$ cat src/rtl/fcqd_pkg.sv
// ----------------------------------------------------------------------------
// fcqd_pkg
// Shared types and constants of the flow class queue dispatcher.
// ----------------------------------------------------------------------------
package fcqd_pkg;

    localparam int NUM_PORTS   = 8;
    localparam int COUNT_WIDTH = 10;
    localparam int PORT_IDX_W  = (NUM_PORTS > 1) ? $clog2(NUM_PORTS) : 1;

    // Field widths of the channel words and of the configuration registers.
    localparam int OP_W      = 1;
    localparam int LIDX_W    = 3;
    localparam int LCNT_W    = 10;
    localparam int CIDX_W    = 3;
    localparam int COCC_W    = 10;
    localparam int MASK_W    = 8;
    localparam int THR_W     = 10;
    localparam int CFG_IDX_W = 2;
    localparam int CFG_DATA_W = 10;

    // Width that holds both a counter and the threshold for comparison.
    localparam int CMP_W = (COUNT_WIDTH > THR_W) ? COUNT_WIDTH : THR_W;

    localparam logic [COUNT_WIDTH-1:0] COUNT_MAX = '1;

    localparam logic [OP_W-1:0] OP_DISPATCH = 1'b0;
    localparam logic [OP_W-1:0] OP_LOAD     = 1'b1;

    typedef enum logic [CFG_IDX_W-1:0] {
        REG_SHORT_MASK = 2'd0,
        REG_LONG_MASK  = 2'd1,
        REG_SHORT_THR  = 2'd2
    } t_reg_idx;

    typedef enum logic [1:0] {
        ST_IDLE,
        ST_SCAN,
        ST_UPDATE,
        ST_DONE
    } t_state;

endpackage

$ cat src/rtl/fcqd_if.sv
// ----------------------------------------------------------------------------
// fcqd_if
// Valid/ready channels that carry the input word and the result word.
// ----------------------------------------------------------------------------
interface fcqd_in_if import fcqd_pkg::*; ();
    logic              valid;
    logic              ready;
    logic [OP_W-1:0]   operation;
    logic              is_short;
    logic [LIDX_W-1:0] load_index;
    logic [LCNT_W-1:0] load_count;

    modport source (output valid, output operation, output is_short,
                    output load_index, output load_count, input ready);
    modport sink   (input valid, input operation, input is_short,
                    input load_index, input load_count, output ready);
endinterface

interface fcqd_out_if import fcqd_pkg::*; ();
    logic              valid;
    logic              ready;
    logic              found;
    logic [CIDX_W-1:0] chosen_index;
    logic [COCC_W-1:0] chosen_occupancy;

    modport source (output valid, output found, output chosen_index,
                    output chosen_occupancy, input ready);
    modport sink   (input valid, input found, input chosen_index,
                    input chosen_occupancy, output ready);
endinterface

$ cat src/rtl/flow_class_queue_dispatcher_top.sv
// ----------------------------------------------------------------------------
// flow_class_queue_dispatcher_top
// Occupancy-based queue selection for short and long flows.
// ----------------------------------------------------------------------------
// One word is handled at a time. A dispatch word passes through a scan
// state and then an update state before its result is valid. A single
// comparator walks the occupancy counters at one queue per cycle, and the
// update state writes back the incremented counter. A load word writes its
// counter at acceptance, and its result is valid in the next cycle. The result
// is held until it is taken. The next word is accepted in the cycle after
// that.
module flow_class_queue_dispatcher_top
    import fcqd_pkg::*;
(
    input  logic                  i_clk,
    input  logic                  i_rst_n,
    fcqd_in_if.sink               i_in,
    fcqd_out_if.source            o_out,
    input  logic                  i_cfg_we,
    input  logic [CFG_IDX_W-1:0]  i_cfg_index,
    input  logic [CFG_DATA_W-1:0] i_cfg_data
);

    t_state r_state, n_state;

    logic [MASK_W-1:0]      r_short_mask;
    logic [MASK_W-1:0]      r_long_mask;
    logic [THR_W-1:0]       r_thr;
    logic [COUNT_WIDTH-1:0] r_occ [NUM_PORTS];

    logic [PORT_IDX_W-1:0]  r_scan;
    logic                   r_is_short;
    logic                   r_have;
    logic [PORT_IDX_W-1:0]  r_best;
    logic [COUNT_WIDTH-1:0] r_best_occ;

    logic                   in_acc;
    logic                   out_acc;
    logic                   scan_last;
    logic [COUNT_WIDTH-1:0] cur_occ;
    logic                   capable;
    logic                   below_thr;
    logic                   better;
    logic                   take;
    logic [PORT_IDX_W-1:0]  load_idx;
    logic                   load_ok;

    assign in_acc    = i_in.valid && i_in.ready;
    assign out_acc   = o_out.valid && o_out.ready;
    assign scan_last = (r_scan == PORT_IDX_W'(NUM_PORTS - 1));
    assign load_idx  = PORT_IDX_W'(i_in.load_index);
    assign load_ok   = (32'(i_in.load_index) < 32'(NUM_PORTS));

    // The shared compare unit: one counter per cycle against the best so far.
    assign cur_occ   = r_occ[r_scan];
    assign capable   = r_is_short ? |(r_short_mask & (MASK_W'(1) << r_scan))
                                  : |(r_long_mask & (MASK_W'(1) << r_scan));
    assign below_thr = (CMP_W'(cur_occ) < CMP_W'(r_thr));
    assign better    = r_is_short ? (cur_occ < r_best_occ) : (cur_occ > r_best_occ);
    assign take      = capable && (!r_is_short || below_thr) && (!r_have || better);

    always_comb begin
        n_state = r_state;
        unique case (r_state)
            ST_IDLE: begin
                if (in_acc) begin
                    n_state = (i_in.operation == OP_LOAD) ? ST_DONE : ST_SCAN;
                end
            end
            ST_SCAN: begin
                if (scan_last) begin
                    n_state = ST_UPDATE;
                end
            end
            ST_UPDATE: begin
                n_state = ST_DONE;
            end
            ST_DONE: begin
                if (out_acc) begin
                    n_state = ST_IDLE;
                end
            end
            default: begin
                n_state = ST_IDLE;
            end
        endcase
    end

    always_comb begin
        i_in.ready             = (r_state == ST_IDLE);
        o_out.valid            = (r_state == ST_DONE);
        o_out.found            = r_have;
        o_out.chosen_index     = CIDX_W'(r_best);
        o_out.chosen_occupancy = COCC_W'(r_best_occ);
    end

    always_ff @(posedge i_clk) begin
        if (!i_rst_n) begin
            r_state <= ST_IDLE;
        end else begin
            r_state <= n_state;
        end
    end

    always_ff @(posedge i_clk) begin
        if (!i_rst_n) begin
            r_short_mask <= '1;
            r_long_mask  <= '1;
            r_thr        <= THR_W'(16);
        end else if (i_cfg_we) begin
            unique case (i_cfg_index)
                REG_SHORT_MASK: r_short_mask <= MASK_W'(i_cfg_data);
                REG_LONG_MASK:  r_long_mask  <= MASK_W'(i_cfg_data);
                REG_SHORT_THR:  r_thr        <= THR_W'(i_cfg_data);
                default: begin
                end
            endcase
        end
    end

    // A load word and the write-back of a dispatch never overlap in time.
    always_ff @(posedge i_clk) begin
        if (!i_rst_n) begin
            for (int i = 0; i < NUM_PORTS; i++) begin
                r_occ[i] <= '0;
            end
        end else if (in_acc && i_in.operation == OP_LOAD && load_ok) begin
            r_occ[load_idx] <= COUNT_WIDTH'(i_in.load_count);
        end else if (r_state == ST_UPDATE && r_have && r_best_occ != COUNT_MAX) begin
            r_occ[r_best] <= r_best_occ + COUNT_WIDTH'(1);
        end
    end

    always_ff @(posedge i_clk) begin
        if (!i_rst_n) begin
            r_scan     <= '0;
            r_have     <= 1'b0;
            r_is_short <= 1'b0;
            r_best     <= '0;
            r_best_occ <= '0;
        end else if (in_acc) begin
            r_scan     <= '0;
            r_have     <= 1'b0;
            r_is_short <= i_in.is_short;
            r_best     <= '0;
            r_best_occ <= '0;
        end else if (r_state == ST_SCAN) begin
            r_scan <= scan_last ? '0 : r_scan + PORT_IDX_W'(1);
            if (take) begin
                r_have     <= 1'b1;
                r_best     <= r_scan;
                r_best_occ <= cur_occ;
            end
        end
    end

    // A word is never taken in while a result is on offer.
    a_ready_excl: assert property (@(posedge i_clk) disable iff (!i_rst_n)
        o_out.valid |-> !i_in.ready)
        else $error("input ready while a result is pending");

    // Every scan starts at the first queue.
    a_scan_start: assert property (@(posedge i_clk) disable iff (!i_rst_n)
        $rose(r_state == ST_SCAN) |-> (r_scan == '0))
        else $error("scan did not start at queue zero");

    // A result without a chosen queue carries zero index and occupancy.
    a_none_zero: assert property (@(posedge i_clk) disable iff (!i_rst_n)
        (o_out.valid && !o_out.found) |->
            (o_out.chosen_index == '0 && o_out.chosen_occupancy == '0))
        else $error("result without a queue has nonzero payload");

    // The chosen counter advances by one unless it is already at its maximum.
    a_incr: assert property (@(posedge i_clk) disable iff (!i_rst_n)
        (r_state == ST_UPDATE && r_have && r_best_occ != COUNT_MAX) |=>
            (r_occ[r_best] == $past(r_best_occ) + COUNT_WIDTH'(1)))
        else $error("chosen counter not incremented");

endmodule
$ cat src/flat_wrapper.sv
// flat-port wrapper written by rule: the top's interface ports become plain ports
module flow_class_queue_dispatcher_top_flat import fcqd_pkg::*;
  (i_clk, i_rst_n, i_cfg_we, i_cfg_index, i_cfg_data, i_in_valid, i_in_operation, i_in_is_short, i_in_load_index, i_in_load_count, i_in_ready, o_out_valid, o_out_found, o_out_chosen_index, o_out_chosen_occupancy, o_out_ready);
  fcqd_in_if i_in_i ();
  fcqd_out_if o_out_i ();
  input  logic i_clk;
  input  logic i_rst_n;
  input  logic i_cfg_we;
  input  logic [CFG_IDX_W-1:0] i_cfg_index;
  input  logic [CFG_DATA_W-1:0] i_cfg_data;
  input wire logic [$bits(i_in_i.valid)-1:0] i_in_valid;
  input wire logic [$bits(i_in_i.operation)-1:0] i_in_operation;
  input wire logic [$bits(i_in_i.is_short)-1:0] i_in_is_short;
  input wire logic [$bits(i_in_i.load_index)-1:0] i_in_load_index;
  input wire logic [$bits(i_in_i.load_count)-1:0] i_in_load_count;
  output wire logic [$bits(i_in_i.ready)-1:0] i_in_ready;
  output wire logic [$bits(o_out_i.valid)-1:0] o_out_valid;
  output wire logic [$bits(o_out_i.found)-1:0] o_out_found;
  output wire logic [$bits(o_out_i.chosen_index)-1:0] o_out_chosen_index;
  output wire logic [$bits(o_out_i.chosen_occupancy)-1:0] o_out_chosen_occupancy;
  input wire logic [$bits(o_out_i.ready)-1:0] o_out_ready;
  assign i_in_i.valid = i_in_valid;
  assign i_in_i.operation = i_in_operation;
  assign i_in_i.is_short = i_in_is_short;
  assign i_in_i.load_index = i_in_load_index;
  assign i_in_i.load_count = i_in_load_count;
  assign i_in_ready = i_in_i.ready;
  assign o_out_valid = o_out_i.valid;
  assign o_out_found = o_out_i.found;
  assign o_out_chosen_index = o_out_i.chosen_index;
  assign o_out_chosen_occupancy = o_out_i.chosen_occupancy;
  assign o_out_i.ready = o_out_ready;
  flow_class_queue_dispatcher_top u_core (.i_clk(i_clk), .i_rst_n(i_rst_n), .i_in(i_in_i), .o_out(o_out_i), .i_cfg_we(i_cfg_we), .i_cfg_index(i_cfg_index), .i_cfg_data(i_cfg_data));
endmodule
$ cat config.mk
export PLATFORM = sky130hd
export DESIGN_NAME = flow_class_queue_dispatcher_top_flat
export DESIGN_NICKNAME = d
export VERILOG_FILES = /design/src/rtl/fcqd_pkg.sv /design/src/rtl/fcqd_if.sv /design/src/rtl/flow_class_queue_dispatcher_top.sv /design/src/flat_wrapper.sv
export SDC_FILE = /design/constraint.sdc
export NUM_CORES = 1
export LEC_CHECK = 0
export BUFFER_PORTS_ARGS = -buffer_cell sky130_fd_sc_hd__buf_4
export CAP_MARGIN = 10
export CORE_ASPECT_RATIO = 1.5
export CORE_UTILIZATION = 60
export CTS_CLUSTER_SIZE = 12
export DETAILED_ROUTE_END_ITERATION = 10
export GPL_TIMING_DRIVEN = 0
export PLACE_DENSITY = 0.8
export SLEW_MARGIN = 20
export SYNTH_ARGS = -nofsm -noshare
export SYNTH_HDL_FRONTEND = slang
export SYNTH_SLANG_ARGS = --single-unit
$ cat constraint.sdc
create_clock -name i_clk -period 4.6 [get_ports i_clk]
set_input_delay 0.46 -clock i_clk [delete_from_list [all_inputs] [get_ports i_clk]]
set_output_delay 0.46 -clock i_clk [all_outputs]
set_load 0.02 [all_outputs]
### Word-level counts from Yosys, hierarchy flattened

Memory sizes are Yosys's and may differ from the RTL's. A register that Yosys moved wholly into a read port is not among the register bits.
Index checks and enable logic that the tools add are counted.

* $add $sub $neg: 2
* multipliers: 0
* div/mod/pow operators: 0
* order comparisons: 3
* eq/ne operators: 10
* shifts and indexed selects: 1
* multiplexer cells: 24
* bitwise gates (word level): 3
* reductions and logical operators: 23

Operator list (count)
* $lt 10x10->1: 2
* $mux 10: 2
* $reduce_or 10->1: 2
* $and 8x8->8: 2
* $reduce_or 8->1: 2
* $mux 3: 5
* $mux 1: 12
* $add 10x1->10 const B: 1
* $gt 10x10->1: 1
* $ne 10x10->1 const B: 1
* $mux 2: 4
* $pmux 2 s4: 1
* $reduce_and 2->1: 4
* $shl 1x3->8 const A: 1
* $logic_and 1x1->1: 7
* $eq 2x2->1 const B: 3
* $eq 2x1->1 const B: 2
* $logic_not 2->1: 2
* $ne 2x2->1 const B: 2
* $add 3x1->3 const B: 1
* $eq 3x3->1 const B: 1
* $reduce_and 3->1: 1
* $logic_not 1->1: 2
* $logic_or 1x1->1: 2
* other kinds (3): 3

* bits in registers: 46
* latch bits: 0
* RAM bits: 80
* ROM bits: 0
* bits of input ports: 32
* output and inout port bits: 16
* logic and storage cells: 76
* memories kept: 1

Memory list
* u_core.r_occ: depth 8, width 10, read ports 1, clocked after memory_dff 1, write ports 8, RTL line flow_class_queue_dispatcher_top.sv:29 `logic [COUNT_WIDTH-1:0] r_occ [NUM_PORTS];`

### Longest topological paths before layout

Gate-level depths: netlist (run 1).

* word-level depth: 9
* gate-level depth with buffers: 12
* gate-level depth less buffers: 10

### Worst setup path after synthesis (run 1)

OpenSTA, ideal clock, no wires.

* path kind: reg2reg
* start: register (tool-made name)
* end: register u_core.r_best_occ[3] (netlist: u_core.o_out.chosen_occupancy[3])
* setup time: 0.091 ns
* arrival: 3.549 ns
* data required time: 4.509 ns
* slack: 0.960 ns
* cell stages (with the launch flop): 13
* path buffers: 3
* period minus slack after synthesis: 3.640 ns
* path through: dfxtp_1 buf_2 buf_2 mux4_2 mux2_2 ha_1 a211oi_1 nor2_1 a2111oi_4 a221o_1 clkbuf_1 a21oi_1 a311oi_1

RTL lines
* end signal: assignment: RTL line flow_class_queue_dispatcher_top.sv:152 `r_best_occ <= cur_occ;`
* end: declaration: RTL line flow_class_queue_dispatcher_top.sv:35 `logic [COUNT_WIDTH-1:0] r_best_occ;`

==> results of run 1 <==
sequential cells by signal (all words and copies together) (netlist names), named ones only:
register                       cells
u_core.r_is_short                  1
u_core.r_thr                      10
u_core.o_out.chosen_index          3
u_core.r_state                     2
u_core.o_out.found                 1
u_core.r_occ                      80
u_core.o_out.chosen_occupancy     10
u_core.r_long_mask                 8
u_core.r_scan                      3
u_core.r_short_mask                8
worst min-delay path, cell delays in order:
cell,delay (ns)
buf_4,0.10
nand2_1,0.04
nand3_1,0.06
cell families (layout without fill, tap and decap cells):
kind of cell | Yosys count | in the layout | share of synthesized area
buffers and inverters | 59 | 139 | 0.0392
AOI/OAI and AO/OA | 76 | 76 | 0.0902
muxes | 46 | 46 | 0.119
and+or+nand+nor | 223 | 223 | 0.153
xor gates and xnor gates | 7 | 7 | 0.00961
DFF | 129 | 129 | 0.530
adders and majority gates | 30 | 30 | 0.0588
area by class of cell:
cell class / instances / area [sq um]
sequential: 129 / 3380
inverter: 32 / 120
fill: 698 / 2690
buffer: 27 / 133
tap: 141 / 176
clock buffer: 18 / 429
clock inverter: 14 / 211
timing repair buffer: 48 / 358
multi-input combinational: 382 / 2750
Yosys cell counts, drive strengths merged (4+ instances only):
library cell / n / share of area
a21oi: 28 / 0.022
a222oi: 4 / 0.0063
a311oi: 9 / 0.012
buf: 10 / 0.010
clkbuf: 17 / 0.010
dfxtp: 49 / 0.15
edfxtp: 80 / 0.38
ha: 30 / 0.059
inv: 32 / 0.019
mux2: 11 / 0.020
mux2i: 15 / 0.024
mux4: 20 / 0.076
nand2: 62 / 0.036
nand2b: 7 / 0.0069
nand3: 25 / 0.020
nand4: 5 / 0.0049
nor2: 97 / 0.057
nor2b: 9 / 0.0088
nor3: 5 / 0.0039
o21ai: 11 / 0.010
xnor2: 7 / 0.0096
layer usage:
metal | part of all wire | vias to the layer above | routed length, um
met3 | 0.062 | 62 | 979
li1 | - | 2210 | -
met2 | 0.53 | 208 | 8480
met1 | 0.35 | 2282 | 5490
met4 | 0.058 | 0 | 924
met5 | 0 | - | 0
worst max path at each step:
stage | depth (start not counted) | end | slack [ns]
final | 12 | u_core.o_out.chosen_occupancy[4] | 0.28
after global routing | 12 | u_core.o_out.chosen_occupancy[4] | 0.06
after CTS | 12 | u_core.o_out.chosen_occupancy[4] | 0.25
after floorplan | 12 | u_core.o_out.chosen_occupancy[3] | 0.96
after detailed placement | 12 | u_core.o_out.chosen_occupancy[7] | 0.34
after global placement | 12 | u_core.o_out.chosen_occupancy[8] | 0.38
stage by stage:
step                      utilization  hold WS (ns)  cells  power, W  setup slack [ns]
after floorplan                     -         0.439    570   0.00205             0.960
after global placement          0.674         0.451    758   0.00231             0.382
after detailed placement        0.675         0.457    759   0.00234             0.342
after CTS                       0.737         0.272    791   0.00380             0.254
after global routing            0.738         0.288    791   0.00396            0.0606
final                           0.738         0.272    791   0.00381             0.277
cell usage in the layout, fill, tap and decap left out, types with 4 or more instances in the layout:
| master | Yosys | routed |
|---|---|---|
| buf_4 | 0 | 47 |
| buf_2 | 5 | 5 |
| nor2_1 | 97 | 97 |
| a21oi_1 | 28 | 28 |
| inv_1 | 31 | 31 |
| mux4_1 | 9 | 9 |
| nand2_1 | 62 | 62 |
| o21ai_1 | 4 | 4 |
| mux4_2 | 11 | 11 |
| mux2i_1 | 15 | 15 |
| a222oi_1 | 4 | 4 |
| nand3_1 | 25 | 25 |
| nand4_1 | 5 | 5 |
| nor3_1 | 5 | 5 |
| clkbuf_16 | 0 | 17 |
| bufinv_16 | 0 | 5 |
| xnor2_1 | 7 | 7 |
| ha_1 | 30 | 30 |
| clkbuf_1 | 17 | 18 |
| o21ai_0 | 6 | 6 |
| dfxtp_1 | 49 | 49 |
| nand2b_1 | 7 | 7 |
| edfxtp_1 | 80 | 80 |
| mux2_2 | 10 | 10 |
| a311oi_1 | 9 | 9 |
| nor2b_1 | 9 | 9 |
report_power, final:
group	switching (W)	total, W	internal [W]
Sequential	0.0000820	0.00140	0.00132
Clock	0.000502	0.00146	0.000959
Combinational	0.000560	0.000948	0.000388
==> metrics, run 1 <==
Initial Util=0.623; clock root buffer=clkbuf_16; Pwr Density=504 nW/um^2; hold wc startpoint=i_cfg_data[4]; critical-path maximum fanout=10; CP endpoint kind=flop; core box area=10200 sq um; crit path cell chain=buf_2 -> clkbuf_4 -> mux4_2 -> mux2_2 -> ha_1 -> a211oi_1 -> nor2_1 -> a2111oi_4 -> a221o_1 -> clkbuf_1 -> a21oi_1 -> a311oi_1; setup tns final=0 ns; Post-DP Area=6920 sq um; ANT cells=0; number of synthesized flops with an enable pin=80; outcome=finished, final reports clean; post-DP HPWL=11600 um; RSZ-0062 raised after global routing=false; maximum VDD drop=0.445 mV; Seq cells post-synth=129; largest stage delay on the critical path=0.53 ns; hold depth=3; Die Wd=86.2 um; final hold violation count=0; Synthesized Nets=632; Area Growth Syn to Fin=18.5%; WS Path Type=flop to flop; vias in the first global route=4927; hold crit path type=primary input to flop; setup bufs post-CTS=0; CTS tree=yes; Syn Std Cell Area=6380 sq um; fin. max-slew vios=0; Die Height=128 um; clk_skew=0.00941 ns; Slew headroom=0.336; CP top delay family=compound AO/OA/AOI/OAI gates; GR Util met1=0.320; Worst Path Buf+Inv=3; signal arrival time at the worst endpoint=4.64 ns; layout cell share with drive strength beyond 1=0.174; clock buffer depth=2; # hold bufs at CTS=0; clock sink count=129; Netlist cell types=51; Mapped Avg Cell Area=11.2 sq um; Crit Reg-Reg Endpoint=u_core.o_out.chosen_occupancy[4]; hold path endpoint=u_core.r_short_mask[4]; GR met3 Demand/Resource=0.0650; row count=45; final period utilization=0.940; total CTS buffers=17; initial antenna violation count=0; Final Net Count=699; Congestion Overflow GR=0; Startpoint Class=flop; fin crit period=4.32 ns; fraction of registers with async set/reset=0; largest net degree at the start of global routing=17; first-pass GRT wire length=24800 um; GRT Util Overall=0.310; slowest cell on the critical path=mux4_2; critical path required time=4.91 ns; Vias=4762; clk slew on worst S/H paths=0.06 ns; met2 Use GR=0.559; Port-buffer cells=47; Slew @ Worst Pin=0.994 ns; Most Crowded Layer GR=met2; Synth Flop Type=edfxtp_1; die footprint=11100 sq um; P_leak=2.99 nW; Post-DRT Antenna Nets=0; Yosys warning total=0; sequential area share after synthesis=0.530; clk_lat worst skew=0.42 ns; IO Pins=48; reg-to-reg slack, setup=0.28 ns; Post-Layout Inst Area=7560 sq um; H-tree levels=4; # setup viols final=0; number of max-cap violations=0; reg2reg path depth=12; Synth Instances=570; first-pass iteration count of the detailed router=5; PostCTS Resize Cnt=0; via density per instance=6.02; initial drt markers=352; Detailed Route WL=15900 um; Peak Freq=231 MHz; wire length per cell=20.1 um; GPL Wtd Cong=0.913; residual DRC count=0
No activity file was read; power rests on OpenSTA's default activity.
==> inputs of run 2 (changes only) <==
--- a/config.mk
+++ b/config.mk
@@ -8,11 +8,12 @@
 export BUFFER_PORTS_ARGS = -buffer_cell sky130_fd_sc_hd__buf_4
 export CAP_MARGIN = 10
 export CORE_ASPECT_RATIO = 1.5
-export CORE_UTILIZATION = 60
+export CORE_MARGIN = 2
+export CORE_UTILIZATION = 55
 export CTS_CLUSTER_SIZE = 12
 export DETAILED_ROUTE_END_ITERATION = 10
 export GPL_TIMING_DRIVEN = 0
-export PLACE_DENSITY = 0.8
+export PLACE_DENSITY = 0.74
 export SLEW_MARGIN = 20
 export SYNTH_ARGS = -nofsm -noshare
 export SYNTH_HDL_FRONTEND = slang
==> constraint.sdc (replaced) <==
create_clock -name i_clk -period 5.4 [get_ports i_clk]
set_input_delay 0.54 -clock i_clk [delete_from_list [all_inputs] [get_ports i_clk]]
set_output_delay 0.54 -clock i_clk [all_outputs]
set_load 0.02 [all_outputs]
==> metrics, run 2 (synthesized netlist as in run 1, its figures left out) <==
Congestion Overflow GR=0; Clock power frac=0.396; clk slew on worst S/H paths=0.06 ns; slowest cell on the critical path=mux4_2; PostCTS Resize Cnt=0; setup bufs post-CTS=0; row count=48; final hold violation count=0; clk_lat worst skew=0.42 ns; vias in the first global route=4919; Port-buffer cells=47; Detailed Route WL=16200 um; fin crit period=4.48 ns; Slew headroom=0.370; Vias=4729; sw frac=0.298; clock sink count=129; Internal=0.00233 W; hold crit path type=primary input to flop; largest net degree at the start of global routing=17; Sw Pwr=0.000990 W; Biggest register=u_core.r_occ; first-pass GRT wire length=25400 um; H-tree levels=4; CP endpoint kind=flop; clock root buffer=clkbuf_16; signal arrival time at the worst endpoint=4.78 ns; Reg power frac=0.361; number of max-cap violations=0; # setup viols final=0; die footprint=12500 sq um; residual DRC count=0; clk_skew=0.00955 ns; most common cell after layout, fill and taps aside=nor2_1; Post-Layout Inst Area=7600 sq um; dpl ws=1.08 ns; ANT cells=0; fin. max-slew vios=0; first-pass iteration count of the detailed router=8; largest stage delay on the critical path=0.57 ns; Fill cells=851; Post-DRT Antenna Nets=0; critical path required time=5.70 ns; IO Pins=48; initial drt markers=299; Final WS setup=0.915 ns; total power=0.00332 W; most frequent cells in the layout=97 x nor2_1, 80 x edfxtp_1, 62 x nand2_1; crit path cell chain=buf_2 -> buf_2 -> mux4_2 -> mux2_2 -> ha_1 -> a211oi_1 -> nor2_1 -> a2111oi_4 -> a221o_1 -> clkbuf_1 -> a21oi_1 -> a311oi_1; Die Wd=91.9 um; Initial Util=0.559; wire length per cell=20.3 um; via density per instance=5.91; WS Path Type=flop to flop; Gate power share=0.243; total CTS buffers=17; post-DP HPWL=11800 um; P_leak=3.01 nW; number of flip-flops in the largest register=80; RSZ-0062 raised after global routing=false; Die Height=136 um; maximum VDD drop=0.239 mV; CP top delay family=compound AO/OA/AOI/OAI gates; layout cell share with drive strength beyond 1=0.180; Worst Path Buf+Inv=3; Area Growth Syn to Fin=19.2%; core box area=11400 sq um; CTS tree=yes; GRT Util Overall=0.271; Pwr Density=436 nW/um^2; initial antenna violation count=0; Slew @ Worst Pin=0.943 ns; Peak Freq=223 MHz; Post-DP Area=6920 sq um; Startpoint Class=flop; setup tns final=0 ns; Final Net Count=699; # hold bufs at CTS=0; GPL Wtd Cong=0.904; outcome=finished, final reports clean; final period utilization=0.831; critical-path maximum fanout=10; Most common cell on crit path=buf_2; clock buffer depth=2
run 2: worst reg2reg max path, stage by stage (launching register included):
cell	delay, ns
dfxtp_1	0.30
buf_2	0.29
buf_2	0.40
mux4_2	0.57
mux2_2	0.33
ha_1	0.33
a211oi_1	0.28
nor2_1	0.12
a2111oi_4	0.49
a221o_1	0.38
clkbuf_1	0.37
a21oi_1	0.16
a311oi_1	0.34
run 2: area by class of cell:
cell class | count | area [sq um] | share of cell area
Clock inverter | 15 | 253 | 0.0332
Inverter | 32 | 120 | 0.0158
Clock buffer | 17 | 425 | 0.0559
Buffer | 27 | 130 | 0.0171
Multi-Input combinational cell | 382 | 2750 | 0.361
Tap cell | 150 | 188 | 0.0247
Sequential cell | 129 | 3380 | 0.445
Timing Repair Buffer | 48 | 358 | 0.0471
run 2: layer usage:
| metal | vias up | routed length [um] | global-route usage |
|---|---|---|---|
| met5 | - | 0 | 0 |
| met4 | 0 | 668 | 0.133 |
| met3 | 47 | 658 | 0.0477 |
| met2 | 181 | 9200 | 0.523 |
| met1 | 2295 | 5700 | 0.278 |
| li1 | 2206 | - | - |
run 2: worst paths after layout:
check,start,end,slack (ns),cells after the start
max,flop,u_core.o_out.chosen_occupancy[7],0.92,12
min,i_cfg_data[6],u_core.r_long_mask[6],0.37,3
max reg2reg,flop,u_core.o_out.chosen_occupancy[7],0.92,12
min reg2reg,u_core.r_short_mask[1],u_core.r_short_mask[1],0.48,2
run 2: power by group through the flow:
stage | logic, W | registers [W] | clock network, W
floorplan | 0.000531 | 0.00122 | 0
detailed placement | 0.000783 | 0.00121 | 0
finish | 0.000806 | 0.00120 | 0.00131
CTS | 0.000800 | 0.00119 | 0.00132
global route | 0.000873 | 0.00120 | 0.00137
global placement | 0.000749 | 0.00121 | 0
run 2: per-stage QoR:
stage,utilization,hold slack (ns),instances
after floorplan,-,0.439,570
after global placement,0.607,0.451,767
after detailed placement,0.607,0.460,767
after CTS,0.666,0.366,799
after global routing,0.666,0.380,800
final,0.666,0.370,800
==> inputs of run 3 (changes only) <==
==> constraint.sdc (replaced) <==
create_clock -name i_clk -period 4.2 [get_ports i_clk]
set_input_delay 0.42 -clock i_clk [delete_from_list [all_inputs] [get_ports i_clk]]
set_output_delay 0.42 -clock i_clk [all_outputs]
set_load 0.02 [all_outputs]
==> metrics, run 3 (synthesized netlist as in run 1, its figures left out) <==
outcome=finished, final reports clean; critical-path maximum fanout=10; critical path required time=4.50 ns; largest net degree at the start of global routing=17; Fill cells=849; number of flip-flops in the largest register=80; Inst Count DP=767; layout cell share with drive strength beyond 1=0.186; Post-DRT Antenna Nets=0; Layout Utilization=0.668; Internal=0.00301 W; P_leak=3.02 nW; Sw Pwr=0.00128 W; H-tree levels=4; # hold bufs at CTS=0; Final Net Count=700; fin crit period=3.85 ns; clk_skew=0.00970 ns; GRT Util Overall=0.271; reg-to-reg slack, setup=0.35 ns; clk slew on worst S/H paths=0.06 ns; Pwr Density=562 nW/um^2; hold depth=3; CP endpoint kind=flop; via density per instance=5.91; Area Growth Syn to Fin=19.4%; hold crit path type=primary input to flop; row count=48; Reg power frac=0.359; ANT cells=0; clock buffer depth=2; reg2reg path depth=12; Peak Freq=260 MHz; crit path to=u_core.o_out.chosen_occupancy[7]; final hold violation count=0; core box area=11400 sq um; Slew headroom=0.362; Port-buffer cells=47; sw frac=0.298; most frequent cells in the layout=97 x nor2_1, 80 x edfxtp_1, 62 x nand2_1; GPL Wtd Cong=0.904; clk_lat worst skew=0.41 ns; initial antenna violation count=0; clock root buffer=clkbuf_16; wire length per cell=20.3 um; die footprint=12500 sq um; fin. max-slew vios=0; RSZ-0062 raised after global routing=false; initial drt markers=253; vias in the first global route=4919; signal arrival time at the worst endpoint=4.15 ns; residual DRC count=0; Vias=4735; most common cell after layout, fill and taps aside=nor2_1; Startpoint Class=flop; Die Wd=91.9 um; Detailed Route WL=16200 um; CTS tree=yes; WS Path Type=flop to flop; # setup viols final=0; Biggest register=u_core.r_occ; total CTS buffers=17; first-pass GRT wire length=25400 um; Slew @ Worst Pin=0.954 ns; IO Pins=48; first-pass iteration count of the detailed router=7; post-DP HPWL=11800 um; final period utilization=0.917; Gate power share=0.247; Initial Util=0.559; Clock power frac=0.394; Crit Reg-Reg Endpoint=u_core.o_out.chosen_occupancy[7]; Die Height=136 um; Congestion Overflow GR=0; maximum VDD drop=0.308 mV; clock sink count=129; number of max-cap violations=0; Final Instance Count excl. Fillers=801
run 3: cell types whose count changed in the layout (fill, tap and decap cells not counted), sizes merged:
cell / change
clkbuf: +1
run 3: worst max-delay path, stage by stage (launching register included):
cell	delay, ns
dfxtp_1	0.31
clkbuf_4	0.25
buf_4	0.28
mux4_2	0.53
mux2_2	0.32
ha_1	0.33
a21oi_1	0.15
o21ai_1	0.13
a2111oi_4	0.44
a221o_2	0.30
clkbuf_2	0.24
a21oi_1	0.12
a311oi_1	0.33
run 3: timing repair:
action,4_1_cts,5_1_grt
gates cloned,0,0
setup endpoints to repair,11,9
buffers inserted,0,1
pin swaps,0,1
gates resized for setup,3,2
run 3: final cells by class:
cell class,instances,area [sq um],share of cell area
buffer,27,138,0.0181
clock buffer,17,425,0.0558
clock inverter,15,253,0.0332
inverter,32,120,0.0158
multi-input combinational,382,2750,0.361
sequential,129,3380,0.444
tap,150,188,0.0246
timing repair buffer,49,365,0.0479
run 3: through the flow:
step	cell area [sq um]	total power (W)	hold slack (ns)	setup TNS, ns	worst slack, ns
floorplan	6380	0.00225	0.439	0	0.560
global placement	6920	0.00252	0.451	0	0.0378
detailed placement	6920	0.00257	0.460	-0.720	-0.123
CTS	7600	0.00426	0.246	0	0.00450
global route	7620	0.00445	0.260	0	0.113
finish	7620	0.00429	0.252	0	0.347
run 3: worst min-delay path by stage:
| stage | start | to | slack [ns] |
|---|---|---|---|
| CTS | i_cfg_data[6] | u_core.r_long_mask[6] | 0.25 |
| global route | i_cfg_data[7] | u_core.r_short_mask[7] | 0.26 |
| global placement | u_core.r_long_mask[1] | u_core.r_long_mask[1] | 0.45 |
| floorplan | u_core.r_short_mask[1] | u_core.r_short_mask[1] | 0.44 |
| detailed placement | u_core.r_long_mask[3] | u_core.r_long_mask[3] | 0.46 |
| finish | i_cfg_data[6] | u_core.r_long_mask[6] | 0.25 |
run 3: routing by layer:
| layer | routed length [um] | GRT usage | vias to the layer above |
|---|---|---|---|
| li1 | - | - | 2205 |
| met1 | 5690 | 0.278 | 2303 |
| met2 | 9220 | 0.523 | 179 |
| met3 | 640 | 0.0477 | 48 |
| met4 | 692 | 0.133 | 0 |
| met5 | 0 | 0 | - |
run 3: power groups by stage:
stage | sequential, W | clock (W) | combinational [W]
5_1_grt | 0.00155 | 0.00176 | 0.00114
6_report | 0.00154 | 0.00169 | 0.00106
2_1_floorplan | 0.00157 | 0 | 0.000683
3_5_place_dp | 0.00156 | 0 | 0.00101
4_1_cts | 0.00154 | 0.00170 | 0.00103
3_3_place_gp | 0.00156 | 0 | 0.000963
